File: src/ofr_pkg.sv
// Types, codes and reset values shared by the OpenTherm frame receiver.
`timescale 1ns / 1ps
`default_nettype none

package ofr_pkg;

    localparam int unsigned TIME_W  = 32;
    localparam int unsigned GAP_W   = 16;
    localparam int unsigned CNT_W   = 6;
    localparam int unsigned DATA_W  = 32;
    localparam int unsigned ADDR_W  = 4;

    localparam logic [CNT_W-1:0] FRAME_BITS = 6'd32;

    // input commands; code 3 is unused
    localparam logic [1:0] CMD_EDGE = 2'd0;
    localparam logic [1:0] CMD_POLL = 2'd1;
    localparam logic [1:0] CMD_ARM  = 2'd2;

    // report codes
    localparam logic [1:0] OUT_SUCCESS = 2'd0;
    localparam logic [1:0] OUT_INVALID = 2'd1;
    localparam logic [1:0] OUT_TIMEOUT = 2'd2;

    // message type field, bits 30..28 of the frame
    localparam logic [2:0] MSG_REQ_LO = 3'd0;
    localparam logic [2:0] MSG_REQ_HI = 3'd1;
    localparam logic [2:0] MSG_RSP_LO = 3'd4;
    localparam logic [2:0] MSG_RSP_HI = 3'd5;

    // register indexes (byte address / 4)
    localparam logic [1:0] REG_LISTEN  = 2'd0;
    localparam logic [1:0] REG_BIT_GAP = 2'd1;
    localparam logic [1:0] REG_TIMEOUT = 2'd2;
    localparam logic [1:0] REG_QUIET   = 2'd3;

    localparam logic [GAP_W-1:0]  RST_BIT_GAP = 16'd750;
    localparam logic [TIME_W-1:0] RST_TIMEOUT = 32'd1000000;
    localparam logic [TIME_W-1:0] RST_QUIET   = 32'd100000;

    typedef enum logic [2:0] {
        PH_IDLE    = 3'd0,
        PH_WAIT    = 3'd1,
        PH_START   = 3'd2,
        PH_RECV    = 3'd3,
        PH_INVALID = 3'd4,
        PH_DONE    = 3'd5,
        PH_DELAY   = 3'd6
    } t_phase;

    typedef struct packed {
        logic              listen;
        logic [GAP_W-1:0]  bit_gap;
        logic [TIME_W-1:0] timeout;
        logic [TIME_W-1:0] quiet;
    } t_cfg;

    typedef struct packed {
        t_phase            phase;
        logic [TIME_W-1:0] last_time;
        logic [31:0]       shift_frame;
        logic [CNT_W-1:0]  bit_count;
    } t_state;

    typedef struct packed {
        logic        valid;
        logic [31:0] frame;
        logic [1:0]  outcome;
    } t_result;

endpackage

`default_nettype wire

File: src/opentherm_frame_receiver.sv
// Top level of the OpenTherm frame receiver: event register, state and result register.
//
// Events (line edge, poll tick, arm) come in one per transfer with a microsecond
// timestamp, and one can be taken every clock cycle. Each event is held in the input
// register while the receive state and, for a poll that reports, the result register
// are updated, so a report passes the input register and then the result register. The
// input side stalls only when a report is due while the previous one is still held on
// a stalled output; events that give no report pass even then. Only polls give reports.
// Registers sit at byte addresses 0, 4, 8 and 12 and should be written while no event
// is in flight.
`timescale 1ns / 1ps
`default_nettype none

module opentherm_frame_receiver (
    input  wire logic                        i_clk,
    input  wire logic                        i_rst_n,
    // event input
    input  wire logic                        i_in_valid,
    output logic                             o_in_stall,
    input  wire logic [1:0]                  i_cmd,
    input  wire logic                        i_level,
    input  wire logic [ofr_pkg::TIME_W-1:0]  i_time_us,
    // report output
    output logic                             o_out_valid,
    input  wire logic                        i_out_stall,
    output logic      [31:0]                 o_frame,
    output logic      [1:0]                  o_outcome,
    // configuration
    input  wire logic                        psel,
    input  wire logic                        penable,
    input  wire logic                        pwrite,
    input  wire logic [ofr_pkg::ADDR_W-1:0]  paddr,
    input  wire logic [ofr_pkg::DATA_W-1:0]  pwdata,
    output logic      [ofr_pkg::DATA_W-1:0]  prdata,
    output logic                             pready
);

    ofr_pkg::t_cfg    cfg;
    ofr_pkg::t_state  r_state;
    ofr_pkg::t_state  n_state;
    ofr_pkg::t_result step_res;

    logic                        r_in_valid;
    logic [1:0]                  r_cmd;
    logic                        r_level;
    logic [ofr_pkg::TIME_W-1:0]  r_time_us;

    logic                        r_out_valid;
    logic [31:0]                 r_frame;
    logic [1:0]                  r_outcome;

    logic                        in_take;
    logic                        advance;

    ofr_apb_regs u_regs (
        .i_clk   (i_clk),
        .i_rst_n (i_rst_n),
        .psel    (psel),
        .penable (penable),
        .pwrite  (pwrite),
        .paddr   (paddr),
        .pwdata  (pwdata),
        .prdata  (prdata),
        .pready  (pready),
        .o_cfg   (cfg)
    );

    ofr_step u_step (
        .i_cfg     (cfg),
        .i_state   (r_state),
        .i_cmd     (r_cmd),
        .i_level   (r_level),
        .i_time_us (r_time_us),
        .o_state   (n_state),
        .o_result  (step_res)
    );

    // the held event moves on unless it reports into an occupied, stalled output
    assign advance    = r_in_valid && (!r_out_valid || !i_out_stall || !step_res.valid);
    assign o_in_stall = r_in_valid && !advance;
    assign in_take    = i_in_valid && !o_in_stall;

    always_ff @(posedge i_clk) begin
        if (!i_rst_n) begin
            r_in_valid            <= 1'b0;
            r_out_valid           <= 1'b0;
            r_state.phase         <= ofr_pkg::PH_IDLE;
            r_state.last_time     <= '0;
            r_state.shift_frame   <= '0;
            r_state.bit_count     <= '0;
        end else begin
            if (in_take) begin
                r_in_valid <= 1'b1;
            end else if (advance) begin
                r_in_valid <= 1'b0;
            end
            if (advance) begin
                r_state <= n_state;
            end
            if (advance && step_res.valid) begin
                r_out_valid <= 1'b1;
            end else if (!i_out_stall) begin
                r_out_valid <= 1'b0;
            end
        end
    end

    always_ff @(posedge i_clk) begin
        if (in_take) begin
            r_cmd     <= i_cmd;
            r_level   <= i_level;
            r_time_us <= i_time_us;
        end
        if (advance && step_res.valid) begin
            r_frame   <= step_res.frame;
            r_outcome <= step_res.outcome;
        end
    end

    assign o_out_valid = r_out_valid;
    assign o_frame     = r_frame;
    assign o_outcome   = r_outcome;

    a_bit_count_range: assert property (@(posedge i_clk) disable iff (!i_rst_n)
        r_state.bit_count <= ofr_pkg::FRAME_BITS)
        else $error("bit count beyond frame length");

    a_report_leaves_phase: assert property (@(posedge i_clk) disable iff (!i_rst_n)
        advance && step_res.valid |=>
            (r_state.phase == ofr_pkg::PH_DELAY || r_state.phase == ofr_pkg::PH_IDLE))
        else $error("report did not move to delay or idle");

    a_success_even_parity: assert property (@(posedge i_clk) disable iff (!i_rst_n)
        o_out_valid && o_outcome == ofr_pkg::OUT_SUCCESS |-> !(^o_frame))
        else $error("successful frame with odd parity");

    a_count_only_in_recv: assert property (@(posedge i_clk) disable iff (!i_rst_n)
        $past(i_rst_n) && !$stable(r_state.bit_count) |->
            $past(r_state.phase) == ofr_pkg::PH_START ||
            $past(r_state.phase) == ofr_pkg::PH_RECV)
        else $error("bit count changed outside reception");

    a_no_report_lost: assert property (@(posedge i_clk) disable iff (!i_rst_n)
        r_out_valid && i_out_stall |=> r_out_valid)
        else $error("held report dropped while stalled");

endmodule

`default_nettype wire

File: src/ofr_apb_regs.sv
// APB configuration registers of the OpenTherm frame receiver.
`timescale 1ns / 1ps
`default_nettype none

module ofr_apb_regs (
    input  wire logic                        i_clk,
    input  wire logic                        i_rst_n,
    input  wire logic                        psel,
    input  wire logic                        penable,
    input  wire logic                        pwrite,
    input  wire logic [ofr_pkg::ADDR_W-1:0]  paddr,
    input  wire logic [ofr_pkg::DATA_W-1:0]  pwdata,
    output logic      [ofr_pkg::DATA_W-1:0]  prdata,
    output logic                             pready,
    output ofr_pkg::t_cfg                    o_cfg
);

    ofr_pkg::t_cfg r_cfg;
    logic          wr_en;
    logic [1:0]    reg_idx;

    assign pready  = 1'b1;
    assign reg_idx = paddr[3:2];
    assign wr_en   = psel && penable && pwrite && pready;

    always_ff @(posedge i_clk) begin
        if (!i_rst_n) begin
            r_cfg.listen  <= 1'b0;
            r_cfg.bit_gap <= ofr_pkg::RST_BIT_GAP;
            r_cfg.timeout <= ofr_pkg::RST_TIMEOUT;
            r_cfg.quiet   <= ofr_pkg::RST_QUIET;
        end else if (wr_en) begin
            unique case (reg_idx)
                ofr_pkg::REG_LISTEN:  r_cfg.listen  <= pwdata[0];
                ofr_pkg::REG_BIT_GAP: r_cfg.bit_gap <= pwdata[ofr_pkg::GAP_W-1:0];
                ofr_pkg::REG_TIMEOUT: r_cfg.timeout <= pwdata;
                ofr_pkg::REG_QUIET:   r_cfg.quiet   <= pwdata;
                default: ;
            endcase
        end
    end

    always_comb begin
        unique case (reg_idx)
            ofr_pkg::REG_LISTEN:  prdata = {31'd0, r_cfg.listen};
            ofr_pkg::REG_BIT_GAP: prdata = {16'd0, r_cfg.bit_gap};
            ofr_pkg::REG_TIMEOUT: prdata = r_cfg.timeout;
            ofr_pkg::REG_QUIET:   prdata = r_cfg.quiet;
            default:              prdata = '0;
        endcase
    end

    assign o_cfg = r_cfg;

endmodule

`default_nettype wire

File: src/ofr_step.sv
// Next-state and report logic for one edge, poll or arm event.
`timescale 1ns / 1ps
`default_nettype none

module ofr_step (
    input  wire ofr_pkg::t_cfg               i_cfg,
    input  wire ofr_pkg::t_state             i_state,
    input  wire logic [1:0]                  i_cmd,
    input  wire logic                        i_level,
    input  wire logic [ofr_pkg::TIME_W-1:0]  i_time_us,
    output ofr_pkg::t_state                  o_state,
    output ofr_pkg::t_result                 o_result
);

    logic [ofr_pkg::TIME_W-1:0] dt;
    logic [ofr_pkg::TIME_W-1:0] gap_ext;
    logic [2:0]                 kind;
    logic                       kind_ok;
    logic                       frame_ok;
    logic                       phase_idle;

    // differences wrap modulo 2^32
    assign dt         = i_time_us - i_state.last_time;
    assign gap_ext    = {16'd0, i_cfg.bit_gap};
    assign kind       = i_state.shift_frame[30:28];
    assign kind_ok    = i_cfg.listen
                        ? (kind == ofr_pkg::MSG_REQ_LO || kind == ofr_pkg::MSG_REQ_HI)
                        : (kind == ofr_pkg::MSG_RSP_LO || kind == ofr_pkg::MSG_RSP_HI);
    assign frame_ok   = !(^i_state.shift_frame) && kind_ok;
    // the unused phase code behaves as idle for polls and edges, but an arm does not leave it
    assign phase_idle = !(i_state.phase == ofr_pkg::PH_WAIT    ||
                          i_state.phase == ofr_pkg::PH_START   ||
                          i_state.phase == ofr_pkg::PH_RECV    ||
                          i_state.phase == ofr_pkg::PH_INVALID ||
                          i_state.phase == ofr_pkg::PH_DONE    ||
                          i_state.phase == ofr_pkg::PH_DELAY);

    always_comb begin
        o_state          = i_state;
        o_result.valid   = 1'b0;
        o_result.frame   = i_state.shift_frame;
        o_result.outcome = ofr_pkg::OUT_SUCCESS;

        unique case (i_cmd)
            ofr_pkg::CMD_EDGE: begin
                unique case (i_state.phase)
                    ofr_pkg::PH_WAIT: begin
                        o_state.phase     = i_level ? ofr_pkg::PH_START : ofr_pkg::PH_INVALID;
                        o_state.last_time = i_time_us;
                    end
                    ofr_pkg::PH_START: begin
                        if (dt < gap_ext && !i_level) begin
                            o_state.phase     = ofr_pkg::PH_RECV;
                            o_state.bit_count = '0;
                        end else begin
                            o_state.phase = ofr_pkg::PH_INVALID;
                        end
                        o_state.last_time = i_time_us;
                    end
                    ofr_pkg::PH_RECV: begin
                        if (dt > gap_ext) begin
                            if (i_state.bit_count < ofr_pkg::FRAME_BITS) begin
                                o_state.shift_frame = {i_state.shift_frame[30:0], !i_level};
                                o_state.bit_count   = i_state.bit_count + 6'd1;
                            end else begin
                                o_state.phase = ofr_pkg::PH_DONE;
                            end
                            o_state.last_time = i_time_us;
                        end
                    end
                    ofr_pkg::PH_INVALID, ofr_pkg::PH_DONE, ofr_pkg::PH_DELAY: ;
                    default: begin
                        // unsolicited start: passes straight through the wait phase
                        if (i_cfg.listen && i_level) begin
                            o_state.phase     = ofr_pkg::PH_START;
                            o_state.last_time = i_time_us;
                        end
                    end
                endcase
            end
            ofr_pkg::CMD_POLL: begin
                priority if (phase_idle) begin
                end else if (dt > i_cfg.timeout) begin
                    o_state.phase    = ofr_pkg::PH_IDLE;
                    o_result.valid   = 1'b1;
                    o_result.outcome = ofr_pkg::OUT_TIMEOUT;
                end else if (i_state.phase == ofr_pkg::PH_INVALID) begin
                    o_state.phase    = ofr_pkg::PH_DELAY;
                    o_result.valid   = 1'b1;
                    o_result.outcome = ofr_pkg::OUT_INVALID;
                end else if (i_state.phase == ofr_pkg::PH_DONE) begin
                    o_state.phase    = ofr_pkg::PH_DELAY;
                    o_result.valid   = 1'b1;
                    o_result.outcome = frame_ok ? ofr_pkg::OUT_SUCCESS : ofr_pkg::OUT_INVALID;
                end else if (i_state.phase == ofr_pkg::PH_DELAY && dt > i_cfg.quiet) begin
                    o_state.phase = ofr_pkg::PH_IDLE;
                end
            end
            ofr_pkg::CMD_ARM: begin
                if (i_state.phase == ofr_pkg::PH_IDLE) begin
                    o_state.phase       = ofr_pkg::PH_WAIT;
                    o_state.shift_frame = '0;
                    o_state.last_time   = i_time_us;
                end
            end
            default: ;
        endcase
    end

endmodule

`default_nettype wire

File: config.mk
export PLATFORM = sky130hd
export DESIGN_NAME = opentherm_frame_receiver
export DESIGN_NICKNAME = d
export VERILOG_FILES = /design/src/ofr_pkg.sv /design/src/opentherm_frame_receiver.sv /design/src/ofr_apb_regs.sv /design/src/ofr_step.sv
export SDC_FILE = /design/constraint.sdc
export NUM_CORES = 1
export LEC_CHECK = 0
export BUFFER_PORTS_ARGS = -buffer_cell sky130_fd_sc_hd__buf_2
export CORE_MARGIN = 2
export CORE_UTILIZATION = 40
export DETAILED_ROUTE_END_ITERATION = 16
export PLACE_DENSITY = 0.64
export SLEW_MARGIN = 20
export SYNTH_ARGS = -nofsm -noshare
export SYNTH_HDL_FRONTEND = slang
export SYNTH_SLANG_ARGS = --single-unit
File: constraint.sdc
create_clock -name i_clk -period 9.7 [get_ports i_clk]
set_input_delay 0 -clock i_clk [delete_from_list [all_inputs] [get_ports i_clk]]
set_output_delay 0 -clock i_clk [all_outputs]
set_load 0.1 [all_outputs]
-- Yosys cells after proc, flatten, opt, wreduce, memory -nomap -nowiden
Cells that the tools add are included.
Widths: inputs -> output; s select.
- multiplexer cells: 33
- bitwise gates (word level): 2
- reductions and logical operators: 46
- eq/ne operators: 28
- add/sub/neg operators: 2
- $lt $le $gt $ge: 5
- operators with widths (cell ; count):
    $pmux 35 s4 ; 1
    $pmux 32 s4 ; 1
    $pmux 64 s2 ; 1
    $mux 73 ; 1
    $mux 67 ; 1
    $gt 32x32->1 ; 2
    $mux 38 ; 1
    $mux 35 ; 1
    $gt 32x16->1 ; 1
    $lt 32x16->1 ; 1
    $mux 32 ; 1
    $reduce_xor 32->1 ; 1
    $sub 32x32->32 ; 1
    $mux 3 ; 8
    $reduce_and 6->1 ; 3
    $eq 3x3->1 const B ; 5
    $ne 2x1->1 const B ; 6
    $pmux 6 s2 ; 1
    $mux 1 ; 11
    $logic_and 1x1->1 ; 10
    $ne 5x1->1 const B ; 2
    $reduce_and 2->1 ; 5
    $logic_or 1x1->1 ; 9
    $pmux 3 s3 ; 1
    18 further kinds ; 41
- flip-flop bits (word level): 225

-- Depth between registers and ports, before layout
Gate-level depths: netlist of the first run.
- depth after elaboration: 16
- gate-level depth with buffers: 23
- mapped depth without buffers: 22

-- By module
Synthesis of the first run repeated with hierarchy kept, for this count alone.
- cells, all modules: 1987
- area total of the unflattened synthesis: 16978.8 µm²
- modules (own cells, without submodules) (module ; instances ; seq. area each (µm²) ; area an instance (µm²) ; cells an instance):
    ofr_step ; 1 ; 0.0 ; 8011.4 ; 1193
    opentherm_frame_receiver ; 1 ; 3573.4 ; 5154.9 ; 396
    ofr_apb_regs ; 1 ; 1621.6 ; 3812.4 ; 398

-- Least setup slack after synthesis of the first run
No wires, ideal clock.
- kind: reg-to-reg
- start: register r_time_us[0] (netlist name)
- end: register r_cmd[0] (enable)
- arrival time: 5896 ps
- stages on the path, launching flop included: 23
- slack: 3373 ps
- path buffers: 0
- path through: edfxtp_1 > inv_1 > ha_1 > inv_1 > fa_1 > a21o_1 > a221o_1 > a41oi_1 > o21a_1 > o21bai_1 > a21oi_1 > xnor2_1 > ha_1 > nand2_1 > nor3_1 > o221a_2 > a211oi_1 > a31oi_1 > nor2_1 > nor2_1 > a2bb2oi_1 > and4_1 > nor2b_1
- longest elaborated chain between the ends: 12
- ends and longest elaborated chain (what ; RTL line ; text):
    start: declaration ; opentherm_frame_receiver.sv:46 ; logic [ofr_pkg::TIME_W-1:0] r_time_us;
    start signal: assignment ; opentherm_frame_receiver.sv:112 ; r_time_us <= i_time_us;
    $sub 32x32->32 ; ofr_step.sv:23 ; assign dt = i_time_us - i_state.last_time;
    $gt 32x32->1 ; ofr_step.sv:83 ; end else if (dt > i_cfg.timeout) begin
    $mux 1 ; ofr_step.sv:83 ;
    $mux 1 ; ofr_step.sv:82 ; priority if (phase_idle) begin
    $mux 1 ; ofr_step.sv:44 ; unique case (i_cmd)
    $logic_not 1->1 ; opentherm_frame_receiver.sv:79 ; assign advance = r_in_valid && (!r_out_valid || !i_out_stall || !step_res.valid);
    $logic_or 1x1->1 ; opentherm_frame_receiver.sv:79 ;
    $logic_and 1x1->1 ; opentherm_frame_receiver.sv:79 ;
    $logic_not 1->1 ; opentherm_frame_receiver.sv:80 ; assign o_in_stall = r_in_valid && !advance;
    $logic_and 1x1->1 ; opentherm_frame_receiver.sv:80 ;
    named net o_in_stall ; opentherm_frame_receiver.sv:19 ; output logic o_in_stall,
    $logic_not 1->1 ; opentherm_frame_receiver.sv:81 ; assign in_take = i_in_valid && !o_in_stall;
    $logic_and 1x1->1 ; opentherm_frame_receiver.sv:81 ;
    named net in_take ; opentherm_frame_receiver.sv:52 ; logic in_take;
    end signal: assignment ; opentherm_frame_receiver.sv:110 ; r_cmd <= i_cmd;
    end: declaration ; opentherm_frame_receiver.sv:44 ; logic [1:0] r_cmd;
The timed path passes the listed nets, and every way through them passes these cells.
A chain may end at the register's enable or synchronous reset.

-- Worst setup path after layout of the first run
- start: register r_time_us[16] (netlist name)
- end: output o_in_stall
- longest elaborated chain between the ends: 10
- ends and longest elaborated chain (what ; RTL line):
    $sub 32x32->32 ; ofr_step.sv:23
    $gt 32x32->1 ; ofr_step.sv:83
    $mux 1 ; ofr_step.sv:83
    $mux 1 ; ofr_step.sv:82
    $mux 1 ; ofr_step.sv:44
    $logic_not 1->1 ; opentherm_frame_receiver.sv:79
    $logic_or 1x1->1 ; opentherm_frame_receiver.sv:79
    $logic_and 1x1->1 ; opentherm_frame_receiver.sv:79
    $logic_not 1->1 ; opentherm_frame_receiver.sv:80
    $logic_and 1x1->1 ; opentherm_frame_receiver.sv:80
    end: declaration ; opentherm_frame_receiver.sv:19
Every way passes these cells.

==> results of run 1 <==
-- placed cells by master (no fill, tap or decap), types with 4 or more instances in the layout --
cell	instances
clkbuf_16	27
nand2_1	308
nor2b_1	31
nand2b_1	7
ha_1	117
o211ai_1	31
and2_1	8
inv_1	122
a21oi_2	4
a22o_1	16
dfxtp_1	156
xnor2_1	45
bufinv_16	4
o21ai_0	61
nor4_1	6
buf_4	7
a21oi_1	64
dlygate4sd3_1	72
buf_2	142
xor2_1	15
clkbuf_1	7
o21a_1	10
nand4_1	20
a211oi_1	8
nand3_1	21
or4_1	5
nand3b_1	31
a21boi_0	63
and3_1	8
a21o_1	14
nor3_1	17
nor2_1	43
mux2i_1	87
edfxtp_1	69
a31oi_1	7
-- power groups by stage --
stage / logic (W) / registers (W) / clock network (W)
detailed placement: 0.000563 / 0.00103 / 0
global placement: 0.000551 / 0.00103 / 0
finish: 0.000591 / 0.00101 / 0.00105
global route: 0.000662 / 0.00101 / 0.00112
CTS: 0.000589 / 0.00101 / 0.00107
floorplan: 0.000419 / 0.00103 / 0
-- cells by family after synthesis --
group	Yosys count	synth area share, %
simple gates	523	17.97
xor+xnor	60	3.881
compound gates	323	16.21
other cells	1	0.02770
buf+inv	202	5.803
fa+ha+maj	119	11.05
mux	89	6.681
flops	225	38.37
-- final timing paths --
check                           depth (start not counted)                       endpoint
worst max-delay path                                   18                     o_in_stall
worst min-delay path                                    5  u_regs.o_cfg[80]$_SDFFE_PN0P_
worst max register to register                         19        r_in_valid$_SDFFE_PN0P_
worst min register to register                          2       r_state[64]$_SDFFE_PN0P_
-- state kept, by name, indices dropped and copies added (netlist names) --
name,flops
r_state,73
r_time_us,32
r_in_valid,1
o_out_valid,1
u_regs.o_cfg,81
o_frame,32
o_outcome,2
r_cmd,2
r_level,1
-- layer usage --
layer	routed length, um	track usage [%]	share of wire (%)	vias to the layer above
met5	0	0	0	-
met4	1158	6.723	3.3	0
met2	16820	34.20	48	282
met1	15270	24.45	44	5301
li1	-	-	-	5709
met3	1534	2.171	4.4	70
-- critical path, stage by stage (launching register included) --
cell and delay (ps):
edfxtp_1 400, ha_1 540, nand4_1 310, nor4_1 370, a22o_1 230, and4bb_2 250
o31ai_1 290, xor2_1 320, ha_1 200, nand4_1 130, nor3_1 410, o221a_2 270
a211oi_1 70, a31oi_1 430, nor2_1 240, a21o_1 210, a2bb2oi_1 200, and4_1 310
buf_2 460
-- area by class of cell --
type                       count  area, um^2  area share [%]
clock buffer                  37       743.2           4.569
clock inverter                13       181.4           1.115
inverter                     122       457.9           2.815
multi-input combinational   1115        7595           46.69
sequential                   225        5195           31.94
tap                          448       560.5           3.446
timing repair buffer         224        1534           9.430
-- through the flow --
stage          utilization, %  hold slack (ps)  instance area, um^2  setup slack (ps)
2_1_floorplan               -            98.87                13540              3373
3_3_place_gp            43.61            176.6                14590              3742
3_5_place_dp            43.61            178.1                14590              3690
4_1_cts                 48.53            45.79                16230              3552
5_1_grt                 48.63            149.7                16270              3099
6_report                48.63            75.21                16270              3498
==> flow_summary_export.csv, run 1 <==
group,metric,value,unit
status,run_status,"finished, final reports clean",
die,initial_cell_density_of_the_core,40.48,%
place,placed_cells,2061,
pwr,pwr_density_cell,163.0,nW/um^2
worst_setup_path,cp_max_fo,10,
place,dp_hpwl,24460,um
global_route,grt_antenna_before_repair,0,
synthesis,synth_top_cell_area_share,23.07,%
pwr,pwr-share-seq,38.1,%
synthesis,synth_nets,1739,
cts,cts_num_sinks,225,
routing,dr.first_iter.drc_count,678,
global_route,first_global_vias,11040,
synthesis,count_of_flip_flops_with_a_built_in_enable_after_synthesis,69,
layout,nFillCells,3205,
synthesis,top_post_synthesis_cells_by_count,"308 x nand2_1, 156 x dfxtp_1, 122 x inv_1, 118 x ha_1, 87 x mux2i_1",
worst_setup_path,critical_path.startpoint,"r_time_us[16]$_DFFE_PP_",
pwr,swShare,29.63,%
cts,postCtsResizedCells,0,
worst_setup_path,regToRegStartpoint,"r_time_us[16]$_DFFE_PP_",
pwr,power_frac_clock,39.6,%
synthesis,synth_instances,1542,
routing,drc,0,
die,std_cell_rows,67,
synthesis,ys_warn_count,0,
layout,n_antenna_cell,0,
min_path,worstHoldPathType,"in -> reg",
timing,final.setup.tns,0,ps
worst_setup_path,rrSetupSlack,3760,ps
die,die-width,188.0,um
synthesis,ys_ff_latch,225,
timing,setup_viol,0,
cts,root_buffer,"clkbuf_16",
worst_setup_path,worst-endpoint-required,9700,ps
die,fp.coreArea,33450,um^2
cts,cts_buffers,27,
routing,finalWirelength,34790,um
pwr,net_switching_power_of_the_design,0.0007857,W
die,num_io_pins,147,
pwr,vdd_drop_max,0.1378,mV
synthesis,synth.yosys.seq_area_share,38.37,%
global_route,globalRouteTotalUtil,19.37,%
synthesis,yosysUniqueCellTypes,75,
synthesis,async_flop_share,0,%
global_route,grt.overflow.total,0,
pwr,p_leak,6.287,nW
synthesis,synth_top_flop_cell,"dfxtp_1",
layout,drive_above_1_share,12.79,%
timing,timing.clock.skew,14.62,ps
worst_setup_path,start_kind,"flip-flop",
routing,drtAntennaViolNets,0,
timing,drv_slew,0,
cts,clkSlewWorstSetupHoldPaths,60,ps
layout,total_nets_final,1912,
routing,vias_per_cell,5.202,
layout,post_layout_nonfiller_instances,2184,
pwr,share_comb_of_total_power,22.3,%
timing,relSlewSlack,33.61,%
cts,htreeDepth,1,
timing,timing.final.crit_share,63.94,%
cts,tritoncts,"yes",
place,gp_congestion,0.8991,
synthesis,yosys.area.top_type,"dfxtp_1",
global_route,grt_start_max_net_pins,130,
worst_setup_path,timing.setup.critical_path_class,"reg -> out",
run,timing.max_cap.violations,0,
place,buffer_ports.inserted,143,
global_route,grt_pass1_wl,56240,um
synthesis,synth_area_per_cell,8.780,um^2
min_path,hp-start,"penable",
die,design.die.area,35340,um^2
timing,rsz_0062_raised_after_global_routing,"no",
pwr,total_power,0.002652,W
cts,clk_path_buf_depth,3,
timing,finalWorstPathRequiredPeriod,6202,ps
synthesis,netlist_top_cells_area,"dfxtp_1 23%, edfxtp_1 15%, ha_1 11%, nand2_1 8.5%, mux2i_1 6.4%",
synthesis,synthesized_cell_area,13540,um^2
timing,slew_at_the_pin_closest_to_its_max_slew_limit,995.8,ps
timing,achievable_clock_frequency,161.2,MHz
worst_setup_path,critical_path_data_arrival_time,6200,ps
cts,worstSkewPairLatency,540,ps
routing,num_vias,11360,
pwr,cell_internal_pwr,0.001866,W
die,fp.dieH,188.0,um
synthesis,yosys.cell_count.top_type,"nand2_1",
timing,hold_viol,0,
routing,drt_first_pass_iters,5,
cts,cts_post_setup_buffers_inserted,0,
worst_setup_path,cp-end-kind,"output port",
layout,areaGrowthSynthToFinish,20.15,%
cts,cts_hold_buffers,72,
routing,routed_wire_length_per_instance,15.93,um
Note: power is estimated with default switching activity, not from simulation.
==> run 2, diff against run 1 <==
Clock period 9.7 ns to 5.75 ns, I/O delays scaled along.
==> flow_summary_export.csv, run 2 (synthesis results as in run 1) <==
group,metric,value,unit
timing,timing.clock.skew,13.66,ps
worst_setup_path,timing.setup.critical_path_class,"reg -> reg",
place,dp_hpwl,24980,um
place,dp_worst_setup_slack,159.5,ps
timing,finalWorstPathRequiredPeriod,5359,ps
cts,root_buffer,"clkbuf_16",
worst_setup_path,cp_max_fo,35,
timing,hold_viol,0,
layout,drive_above_1_share,14.49,%
pwr,p_leak,6.367,nW
worst_setup_path,start_kind,"flip-flop",
global_route,first_global_vias,11000,
cts,worstSkewPairLatency,540,ps
die,initial_cell_density_of_the_core,40.48,%
timing,hold-worst-slack,80.08,ps
routing,finalWirelength,34560,um
routing,dr.first_iter.drc_count,590,
timing,setup_viol,0,
layout,multi_input_comb_area,7655,um^2
cts,cts_buffers,26,
layout,design_area,16450,um^2
pwr,share_comb_of_total_power,23.4,%
pwr,vdd_drop_max,0.2314,mV
timing,timing.final.crit_share,93.20,%
pwr,pwr-share-seq,38.2,%
routing,drt_first_pass_iters,5,
routing,vias_per_cell,5.172,
timing,final.setup.tns,0,ps
routing,num_vias,11380,
cts,cts_num_sinks,225,
timing,post-route-worst-setup-slack,390.8,ps
cts,tritoncts,"yes",
layout,commonest_non_fill_non_tap_cell_in_the_layout,"nand2_1",
die,fp.coreArea,33450,um^2
pwr,net_switching_power_of_the_design,0.001325,W
cts,cts_post_setup_buffers_inserted,0,
timing,slew_at_the_pin_closest_to_its_max_slew_limit,1068,ps
timing,drv_slew,0,
global_route,globalRouteTotalUtil,19.03,%
layout,ff_latch_area,5195,um^2
timing,relSlewSlack,28.68,%
die,num_io_pins,147,
cts,clk_path_buf_depth,3,
layout,total_nets_final,1930,
layout,areaGrowthSynthToFinish,21.48,%
layout,layout_common_cells,"308 x nand2_1, 156 x dfxtp_1, 141 x buf_2",
global_route,grt_antenna_before_repair,0,
die,die-width,188.0,um
place,gp_congestion,0.8902,
pwr,swShare,29.69,%
layout,n_antenna_cell,0,
worst_setup_path,worst-endpoint-required,5890,ps
global_route,globalRouteMet1Util,23.31,%
timing,rsz_0062_raised_after_global_routing,"no",
global_route,grt_pass1_wl,55410,um
layout,largest_register_ff_count,81,
place,buffer_ports.inserted,143,
pwr,power_frac_clock,38.5,%
routing,drtAntennaViolNets,0,
status,run_status,"finished, final reports clean",
global_route,grt_util_met3,2.358,%
min_path,worstHoldPathType,"in -> reg",
routing,drc,0,
pwr,total_power,0.004464,W
global_route,use_met2,34.47,%
routing,routed_wire_length_per_instance,15.70,um
worst_setup_path,critical_path_data_arrival_time,5500,ps
global_route,grt.overflow.total,0,
die,design.die.area,35340,um^2
layout,nFillCells,3161,
place,placedInstanceArea,14800,um^2
global_route,grt.busiest_layer,"met2",
cts,clkSlewWorstSetupHoldPaths,60,ps
pwr,pwr_density_cell,271.4,nW/um^2
worst_setup_path,cp-end-kind,"flip-flop",
cts,htreeDepth,1,
die,std_cell_rows,67,
die,fp.dieH,188.0,um
timing,achievable_clock_frequency,186.6,MHz
run,timing.max_cap.violations,0,
pwr,cell_internal_pwr,0.003139,W
global_route,grt_start_max_net_pins,145,
-- run 2: repair_timing --
item,CTS,global route
hold buffers,69,0
endpoints found under the hold margin,118,0
endpoints found under the setup margin,1,55
gates cloned,0,0
gates resized for setup,1,12
pin swaps,0,2
-- run 2: final cells by class --
type / instances / area share, %
Clock buffer: 33 / 4.237
Clock inverter: 15 / 1.194
Inverter: 122 / 2.784
Multi-Input combinational cell: 1115 / 46.54
Sequential cell: 225 / 31.59
Tap cell: 448 / 3.408
Timing Repair Buffer: 243 / 10.25
-- run 2: layer usage --
layer  routed length (um)  up-vias
met5                    0        -
met4                 1012        0
met3                 1273       63
met2                17110      247
met1                15160     5321
li1                     -     5752
-- run 2: critical path, stage by stage (launching register included) --
cell,delay (ps)
edfxtp_1,390
inv_1,70
ha_1,140
inv_1,50
fa_1,400
a21o_1,190
a221o_1,380
a41oi_1,210
o21a_1,210
xnor2_1,130
ha_1,200
a21o_1,150
a211o_1,300
o221a_2,260
a211oi_2,280
a31oi_2,120
nor2_2,190
nor2_1,70
a2bb2oi_1,150
and4_4,220
nor2b_4,810
-- run 2: path summary, 6_finish.rpt --
| path | startpoint | end | slack, ps | depth (start not counted) |
|---|---|---|---|---|
| min | penable | u_regs.o_cfg[80]$_SDFFE_PN0P_ | 80 | 5 |
| min reg2reg | r_state[56]$_SDFFE_PN0P_ | r_state[56]$_SDFFE_PN0P_ | 460 | 2 |
| max | r_time_us[0]$_DFFE_PP_ | r_time_us[28]$_DFFE_PP_ | 390 | 20 |
| max reg2reg | r_time_us[0]$_DFFE_PP_ | r_time_us[28]$_DFFE_PP_ | 390 | 20 |
-- run 2: power by group through the flow --
stage / registers, W / logic [W] / clock network [W]
finish: 0.00170 / 0.00104 / 0.00172
global placement: 0.00174 / 0.000973 / 0
global route: 0.00171 / 0.00116 / 0.00182
CTS: 0.00170 / 0.00103 / 0.00176
floorplan: 0.00173 / 0.000706 / 0
detailed placement: 0.00174 / 0.000990 / 0
-- run 2: stage by stage --
| step | util (%) | std cells |
|---|---|---|
| floorplan | - | 1542 |
| global placement | 44.24 | 2084 |
| detailed placement | 44.24 | 2084 |
| CTS | 48.98 | 2201 |
| global route | 49.17 | 2201 |
| finish | 49.17 | 2201 |
==> run 3, diff against run 2 <==
Settings changed: BUFFER_PORTS_ARGS -buffer_cell sky130_fd_sc_hd__buf_2 to -buffer_cell sky130_fd_sc_hd__clkbuf_2.
==> flow_summary_export.csv, run 3 (synthesis results as in run 1) <==
group,metric,value,unit
timing,timing.final.crit_share,93.79,%
run,timing.max_cap.violations,0,
layout,largest_register_ff_count,81,
routing,num_vias,11500,
timing,drv_slew,0,
worst_setup_path,worst-endpoint-required,5750,ps
layout,areaGrowthSynthToFinish,21.17,%
cts,root_buffer,"clkbuf_16",
min_path,timing.hold.worst_path_depth,5,
cts,htreeDepth,1,
global_route,grt.overflow.total,0,
status,run_status,"finished, final reports clean",
timing,post-route-worst-setup-slack,357.3,ps
global_route,grt_antenna_before_repair,0,
worst_setup_path,cp_max_fo,5,
cts,worstSkewPairLatency,540,ps
worst_setup_path,critical_path_data_arrival_time,5390,ps
min_path,worst_hold_path.endpoint,"u_regs.o_cfg[80]$_SDFFE_PN0P_",
layout,ff_latch_area,5195,um^2
layout,multi_input_comb_area,7635,um^2
layout,nFillCells,3208,
die,fp.dieH,188.0,um
routing,dr.first_iter.drc_count,778,
routing,vias_per_cell,5.218,
worst_setup_path,regToRegEndpoint,"r_state[72]$_SDFFE_PN0P_",
worst_setup_path,rrSetupSlack,400,ps
global_route,grt_pass1_wl,56930,um
cts,cts_buffers,26,
timing,slew_at_the_pin_closest_to_its_max_slew_limit,880.0,ps
layout,final_core_util,49.05,%
pwr,p_leak,6.343,nW
place,dp_worst_setup_slack,106.0,ps
die,fp.coreArea,33450,um^2
cts,cts_post_setup_buffers_inserted,0,
worst_setup_path,timing.setup.critical_path_class,"reg -> out",
timing,hold_viol,0,
global_route,globalRouteTotalUtil,19.63,%
timing,setup_viol,0,
routing,finalWirelength,34940,um
cts,clkSlewWorstSetupHoldPaths,60,ps
routing,drtAntennaViolNets,0,
global_route,first_global_vias,11110,
die,num_io_pins,147,
place,dp_hpwl,25330,um
worst_setup_path,r2r_depth,22,
global_route,grt_start_max_net_pins,115,
cts,clk_path_buf_depth,3,
place,gp_congestion,0.8975,
worst_setup_path,cp-end-kind,"output port",
routing,drt_first_pass_iters,5,
timing,final.setup.tns,0,ps
routing,drc,0,
layout,total_nets_final,1933,
die,die-width,188.0,um
min_path,worstHoldPathType,"in -> reg",
layout,layout_common_cells,"308 x nand2_1, 156 x dfxtp_1, 141 x clkbuf_2",
timing,relSlewSlack,41.33,%
layout,commonest_non_fill_non_tap_cell_in_the_layout,"nand2_1",
die,std_cell_rows,67,
pwr,vdd_drop_max,0.1672,mV
timing,finalWorstPathRequiredPeriod,5393,ps
routing,routed_wire_length_per_instance,15.86,um
timing,rsz_0062_raised_after_global_routing,"no",
cts,cts_num_sinks,225,
die,design.die.area,35340,um^2
cts,tritoncts,"yes",
timing,achievable_clock_frequency,185.4,MHz
timing,timing.clock.skew,12.31,ps
worst_setup_path,start_kind,"flip-flop",
min_path,hp-start,"penable",
worst_setup_path,regToRegStartpoint,"r_time_us[0]$_DFFE_PP_",
layout,drive_above_1_share,13.97,%
place,buffer_ports.inserted,143,
die,initial_cell_density_of_the_core,40.48,%
pwr,pwr_density_cell,264.8,nW/um^2
==> run 3: cell types whose count changed in the layout (fill, tap and decap cells not counted), moves of 2 or more <==
cell and delta:
clkbuf_1 +4, clkbuf_2 +141, buf_2 -141, clkinv_2 -2, clkinvlp_4 -2, buf_12 +2
bufinv_16 -3
==> run 3: power breakdown <==
| group | internal, W | total (W) | switching, W |
|---|---|---|---|
| Sequential | 0.00168 | 0.00170 | 0.0000280 |
| Combinational | 0.000426 | 0.00105 | 0.000626 |
| Clock | 0.000932 | 0.00159 | 0.000656 |
==> run 3: stage by stage <==
| stage | area [um^2] | std cells | hold slack [ps] | total power (W) |
|---|---|---|---|---|
| 2_1_floorplan | 13540 | 1542 | 98.87 | 0.002440 |
| 3_3_place_gp | 14800 | 2084 | 176.9 | 0.002713 |
| 3_5_place_dp | 14800 | 2084 | 178.6 | 0.002736 |
| 4_1_cts | 16330 | 2200 | 46.17 | 0.004381 |
| 5_1_grt | 16400 | 2202 | 101.2 | 0.004574 |
| 6_report | 16410 | 2203 | 77.23 | 0.004344 |
==> run 3: cell type report <==
class	instances	share of cell area, %
multi-input combinational	1115	46.54
sequential	225	31.67
timing repair buffer	246	10.60
clock buffer	38	4.492
tap	448	3.417
inverter	122	2.791
clock inverter	8	0.4805
antenna	1	0.01525
==> run 3: critical path, stage by stage (launching register included) <==
cell and delay (ps):
edfxtp_1 400, inv_1 70, ha_1 150, inv_1 50, fa_1 400, a21o_1 190, a221o_1 380, nand4_1 160
and4bb_2 260, o31ai_1 90, xor2_1 170, ha_1 310, nand4_1 170, nor3_4 270, o221a_2 210, a211oi_1 90
a31oi_2 300, nor2_1 150, a21o_1 180, a2bb2oi_1 190, and4_1 280, buf_4 140, buf_6 210
==> run 3: how the worst max path moves through the flow <==
stage | start | endpoint | slack [ps] | cells after the start
6_report | r_time_us[0]$_DFFE_PP_ | o_in_stall | 360 | 22
3_3_place_gp | r_time_us[16]$_DFFE_PP_ | r_time_us[27]$_DFFE_PP_ | 190 | 19
5_1_grt | r_time_us[17]$_DFFE_PP_ | o_in_stall | 70 | 20
4_1_cts | r_time_us[0]$_DFFE_PP_ | o_in_stall | 30 | 22
2_1_floorplan | r_time_us[0]$_DFFE_PP_ | r_cmd[0]$_DFFE_PP_ | 80 | 22
3_5_place_dp | r_time_us[0]$_DFFE_PP_ | r_time_us[27]$_DFFE_PP_ | 110 | 20
==> run 3: per-layer routing <==
layer	global-route usage, %	vias up	share of wire (%)
met1	24.62	5400	43
met3	2.414	66	4.1
li1	-	5754	-
met2	35.10	275	50
met4	5.936	0	2.7
met5	0	-	0
==> run 3: what timing repair did <==
item                                    in CTS  in global routing
endpoints found under the setup margin       1                  1
hold endpoints to repair                   118                  0
hold buffers                                70                  0
cloned                                       0                  0
gates resized for setup                      3                  7
